==> src/rtl/string_keyed_direct_mapped_lookup_unit_macros.svh <==
// Assertion macros shared by the lookup unit RTL.
// Each macro expects signals clk and rst_n in the scope where it is used.
`ifndef STRING_KEYED_DIRECT_MAPPED_LOOKUP_UNIT_MACROS_SVH
`define STRING_KEYED_DIRECT_MAPPED_LOOKUP_UNIT_MACROS_SVH

// Same-cycle implication.
`define SKDML_ASSERT_NOW(label, ante, cons, msg) \
  label: assert property (@(posedge clk) disable iff (!rst_n) (ante) |-> (cons)) \
    else $error(msg);

// Next-cycle implication.
`define SKDML_ASSERT_NEXT(label, ante, cons, msg) \
  label: assert property (@(posedge clk) disable iff (!rst_n) (ante) |=> (cons)) \
    else $error(msg);

`endif

==> src/rtl/skdml_pkg.sv <==
// Shared constants for the string-keyed direct-mapped lookup unit.
// No dependencies; imported by every module of the block.
`default_nettype none

package skdml_pkg;

  localparam int TABLE_ENTRIES_DEF = 256;
  localparam int PATH_BYTES_DEF    = 128;

  localparam int HASH_W = 32;
  localparam int BYTE_W = 8;
  localparam int ID_W   = 16;

  // request kinds, taken from the first beat of a request
  localparam logic [1:0] ACT_ADD    = 2'd0;
  localparam logic [1:0] ACT_DEL    = 2'd1;
  localparam logic [1:0] ACT_LOOKUP = 2'd2;

  // result status codes
  localparam logic [1:0] ST_DONE = 2'd0;
  localparam logic [1:0] ST_MISS = 2'd1;
  localparam logic [1:0] ST_LONG = 2'd2;

endpackage

`default_nettype wire

==> src/rtl/skdml_mod_unit.sv <==
// Remainder of a 32-bit hash by the table size.
// Power-of-two sizes register the low bits; others use a reciprocal multiply. Uses skdml_pkg.
`default_nettype none

module skdml_mod_unit
  import skdml_pkg::*;
#(
  parameter int DIVISOR = TABLE_ENTRIES_DEF,
  parameter int SW      = $clog2(DIVISOR)
) (
  input  wire logic              clk,
  input  wire logic              rst_n,
  input  wire logic              start,
  input  wire logic [HASH_W-1:0] value,
  output      logic              done,
  output      logic [SW-1:0]     rem
);

  logic          done_r;
  logic [SW-1:0] rem_r;

  generate
    if ((DIVISOR & (DIVISOR - 1)) == 0) begin : g_pow2
      always_ff @(posedge clk) begin
        if (!rst_n) begin
          done_r <= 1'b0;
        end else begin
          done_r <= start;
        end
        if (start) begin
          rem_r <= value[SW-1:0];
        end
      end
    end else begin : g_recip
      // round-up reciprocal: t = high word of n * MAGIC, q = (t + ((n - t) >> 1)) >> (SW - 1)
      localparam logic [2*HASH_W-1:0] M_FULL =
        (((64'd1 << HASH_W) * 64'((2 ** SW) - DIVISOR)) / 64'(DIVISOR)) + 64'd1;
      localparam logic [HASH_W-1:0] MAGIC = M_FULL[HASH_W-1:0];

      logic                v1_r;
      logic                v2_r;
      logic                v3_r;
      logic [HASH_W-1:0]   num_r;
      logic [HASH_W-1:0]   hi_r;
      logic [HASH_W-1:0]   quo_r;
      logic [2*HASH_W-1:0] prod;
      logic [HASH_W-1:0]   quo_nxt;

      always_comb begin
        prod    = (2*HASH_W)'(num_r) * (2*HASH_W)'(MAGIC);
        quo_nxt = (hi_r + ((num_r - hi_r) >> 1)) >> (SW - 1);
      end

      // hold the dividend; the remainder fits in SW bits, so only the low bits are formed
      always_ff @(posedge clk) begin
        if (!rst_n) begin
          v1_r   <= 1'b0;
          v2_r   <= 1'b0;
          v3_r   <= 1'b0;
          done_r <= 1'b0;
        end else begin
          v1_r   <= start;
          v2_r   <= v1_r;
          v3_r   <= v2_r;
          done_r <= v3_r;
        end
        if (start) begin
          num_r <= value;
        end
        hi_r  <= prod[2*HASH_W-1:HASH_W];
        quo_r <= quo_nxt;
        rem_r <= num_r[SW-1:0] - (quo_r[SW-1:0] * SW'(DIVISOR));
      end
    end
  endgenerate

  assign done = done_r;
  assign rem  = rem_r;

endmodule

`default_nettype wire

==> config.mk <==
export PLATFORM = sky130hd
export DESIGN_NAME = skdml_mod_unit
export DESIGN_NICKNAME = d
export VERILOG_FILES = /design/src/rtl/string_keyed_direct_mapped_lookup_unit_macros.svh /design/src/rtl/skdml_pkg.sv /design/src/rtl/skdml_mod_unit.sv
export SDC_FILE = /design/constraint.sdc
export NUM_CORES = 1
export LEC_CHECK = 0
export ABC_AREA = 1
export ABC_CLOCK_PERIOD_IN_PS = 800
export BUFFER_PORTS_ARGS = -buffer_cell sky130_fd_sc_hd__buf_2
export CORE_AREA = 3 3 40 42
export DETAILED_ROUTE_END_ITERATION = 10
export DIE_AREA = 0 0 43 45
export PLACE_DENSITY = 0.67
export SKIP_CTS_REPAIR_TIMING = 1
export SYNTH_ARGS = -nofsm -noshare
export SYNTH_HDL_FRONTEND = slang
export SYNTH_SLANG_ARGS = --single-unit
==> constraint.sdc <==
create_clock -name clk -period 0.8 [get_ports clk]
set_clock_uncertainty 0.15 [all_clocks]
set_input_delay 0.16 -clock clk [delete_from_list [all_inputs] [get_ports clk]]
set_output_delay 0.16 -clock clk [all_outputs]
set_load 0.05 [all_outputs]
; Yosys cells after proc, flatten, opt, wreduce, memory -nomap -nowiden
; Cells that the tools add are included.
[word_totals]
regBits = 9
inputBits = 35
output_inout_bits = 9
wordCells = 2

; Longest topological paths before layout
[logic_depth]
ltp_word = 0
mapped_depth = 2
mapped_depth_nobuf = 2

; Worst setup path before layout
; OpenSTA, ideal clock, no wires.
[synth_path]
kind = register -> output
start = reg rem_r[0], in the netlist rem[0]
end = out rem[0]
arrival_ns = 0.601
required_ns = 0.490
path_slack_ns = -0.111
path_stages_with_launch = 1
n_path_buf = 0
cell_sequence = edfxtp_1
[synth_lines]
columns = item, line
row1 = from (decl), skdml_mod_unit.sv:20  ; logic [SW-1:0] rem_r;
row2 = from (signal assigned), skdml_mod_unit.sv:31  ; rem_r <= value[SW-1:0];
row3 = to (decl), skdml_mod_unit.sv:16  ; output logic [SW-1:0] rem
; No word-level cell between the ends.

; Worst setup path after layout
[layout_path]
start = reg rem_r[6], in the netlist rem[6]
end = out rem[6]
; No word-level cell between the ends.

==> flow_metrics.env <==
export IMPL_synth_edf_count=8
export IMPL_dr_total_vias=183
export IMPL_grt_max_degree=10
export IMPL_critical_path_cell_chain="buf_6"
export IMPL_synth_fp_nets=46
export IMPL_yosysTopAreaCellShare=0.897
export IMPL_grt_remaining_overflow=0
export IMPL_multiInputGateArea_um2=3.75
export IMPL_crit_type="register to primary output"
export IMPL_die_area_um2=1940
export IMPL_max_clock_freq_mhz=889
export IMPL_synth_cell_type_count=4
export IMPL_cp_depth=1
export IMPL_clk_pin_slew_ns=0.06
export IMPL_hold_class="primary input to register"
export IMPL_regArea_um2=262
export IMPL_crit_path_end="rem[6]"
export IMPL_start_kind="register"
export IMPL_antenna_found_initial=0
export IMPL_wl_per_cell_um=11.8
export IMPL_violations="hold timing, setup timing"
export IMPL_slowest_delay_ns=0.39
export IMPL_tightest_slew_ns=0.184
export IMPL_portBuffers=19
export IMPL_worstPathMaxFanout=1
export IMPL_cts_root_buf="clkbuf_4"
export IMPL_dp_cells=45
export IMPL_yosysSeqAreaShare=0.972
export IMPL_leakagePower_nw=0.207
export IMPL_synth_most_common_cell="edfxtp_1"
export IMPL_ys_warnings_count=0
export IMPL_cts_buffers_inserted=3
export IMPL_cts_tree="built"
export IMPL_routed_wl_um=580
export IMPL_nFillCells=130
export IMPL_ant_nets=0
export IMPL_fin_crit_ns=1.12
export IMPL_synthArstFlopShare=0
export IMPL_gp_congestion=0.719
export IMPL_layout_setup_ws_ns=-0.325
export IMPL_worst_path_buf_inv=1
export IMPL_first_global_vias=196
export IMPL_endpoint_kind="primary output"
export IMPL_yosysTopAreaCell="edfxtp_1"
export IMPL_max_slew_margin=0.878
export IMPL_viasPerCell=3.73
export IMPL_cap_violations=0
export IMPL_cts_buffer_depth=2
export IMPL_ys_top_cells_by_area="edfxtp_1, dfxtp_1, inv_1"
export IMPL_critPathSlowestCell="edfxtp_1"
export IMPL_drtIter0Drc=10
export IMPL_clock_sinks=9
export IMPL_slew_violations=0
export IMPL_dr_pass1_iters=4
export IMPL_die_y_um=45
export IMPL_num_antenna_cells=0
export IMPL_power_w=0.00114
export IMPL_grt_pass1_wl_um=834
export IMPL_synth_cells=11
export IMPL_ir_drop_mv=0.916
export IMPL_fp_coreArea_um2=1280
export IMPL_synth_area_um2=268
export IMPL_path_delay_family="flip-flops"
export IMPL_holdWs_ns=-0.0669
export IMPL_p_per_area_nw_per_um2=2430
export IMPL_yosys_top_cells_count="edfxtp_1, dfxtp_1, inv_1, nand2_1"
export IMPL_initial_core_util=0.208
export IMPL_outcome="finished, violations left"
export IMPL_required_ns=0.49
export IMPL_synth_seq_cells=9
export IMPL_ios=44
export IMPL_drive_above_1_share=0.676
export IMPL_syn_avg_cell_area_um2=24.3
export IMPL_drc=0
export IMPL_final_hold_violation_count=9
export IMPL_cp_arrival_ns=0.81
export IMPL_post_route_period_util=1.41
export IMPL_crit_path_start="rem[6]"
export IMPL_synth_flop_cell="edfxtp_1"
export IMPL_rsz0062_at_grt="true"
export IMPL_setup_viol=9
export IMPL_htree_levels=1
export IMPL_grt_use_total=0.0641
export IMPL_nets=70
export IMPL_area_delta_synth_final_pct=75.2
export IMPL_die_x_um=43
export IMPL_num_rows=13
export IMPL_fin_cells=49
## registers in the layout, summed over array words and instances (netlist names)
| register | flops |
|---|---|
| rem | 8 |
| done | 1 |
## worst min-delay path by stage
stage,start,endpoint,slack (ns),cells after the start
after floorplan,start,done,0.10,2
after global placement,value[3],rem[3],0.19,1
after detailed placement,value[3],rem[3],0.19,1
after CTS,value[3],rem[3],-0.08,1
after global routing,value[3],rem[3],-0.08,1
final,value[3],rem[3],-0.07,1
## layout make-up
type	instances	area share
Timing Repair Buffer	19	0.331
Sequential cell	9	0.557
Inverter	1	0.00800
Multi-Input combinational cell	1	0.00800
Tap cell	15	0.0400
Clock buffer	4	0.0560
## cell families after synthesis
family	share of synthesized area
buffers and inverters	0.0140
and+or+nand+nor	0.0140
DFF	0.972
## metal layers
metal,vias to the layer above,part of all wire,GRT usage
met2,25,0.35,0.0629
li1,85,-,-
met3,0,0.21,0.0478
met1,73,0.43,0.0850
met4,0,0,0.0542
met5,-,0,0
## per-stage QoR
step	setup TNS [ns]	utilization	setup WS, ns	area (um^2)
2_1_floorplan	-0.885	-	-0.111	269
3_3_place_gp	-0.747	0.298	-0.0888	383
3_5_place_dp	-0.814	0.298	-0.0865	383
4_1_cts	-3.19	0.318	-0.367	409
5_1_grt	-3.05	0.365	-0.374	469
6_report	-2.76	0.365	-0.325	469
## report_power, final
group          leakage (nW)  internal [W]  switching, W
combinational         0.105     0.0000836      0.000150
clock                0.0150      0.000191      0.000144
sequential           0.0869      0.000553     0.0000182
## cells in the final DEF, fill, tap and decap left out, drive strengths merged
master,synthesis,layout
buf,0,19
dfxtp,1,1
nand2,1,1
clkbuf,0,4
edfxtp,8,8
inv,1,1
No activity file was read; power rests on OpenSTA's default activity.
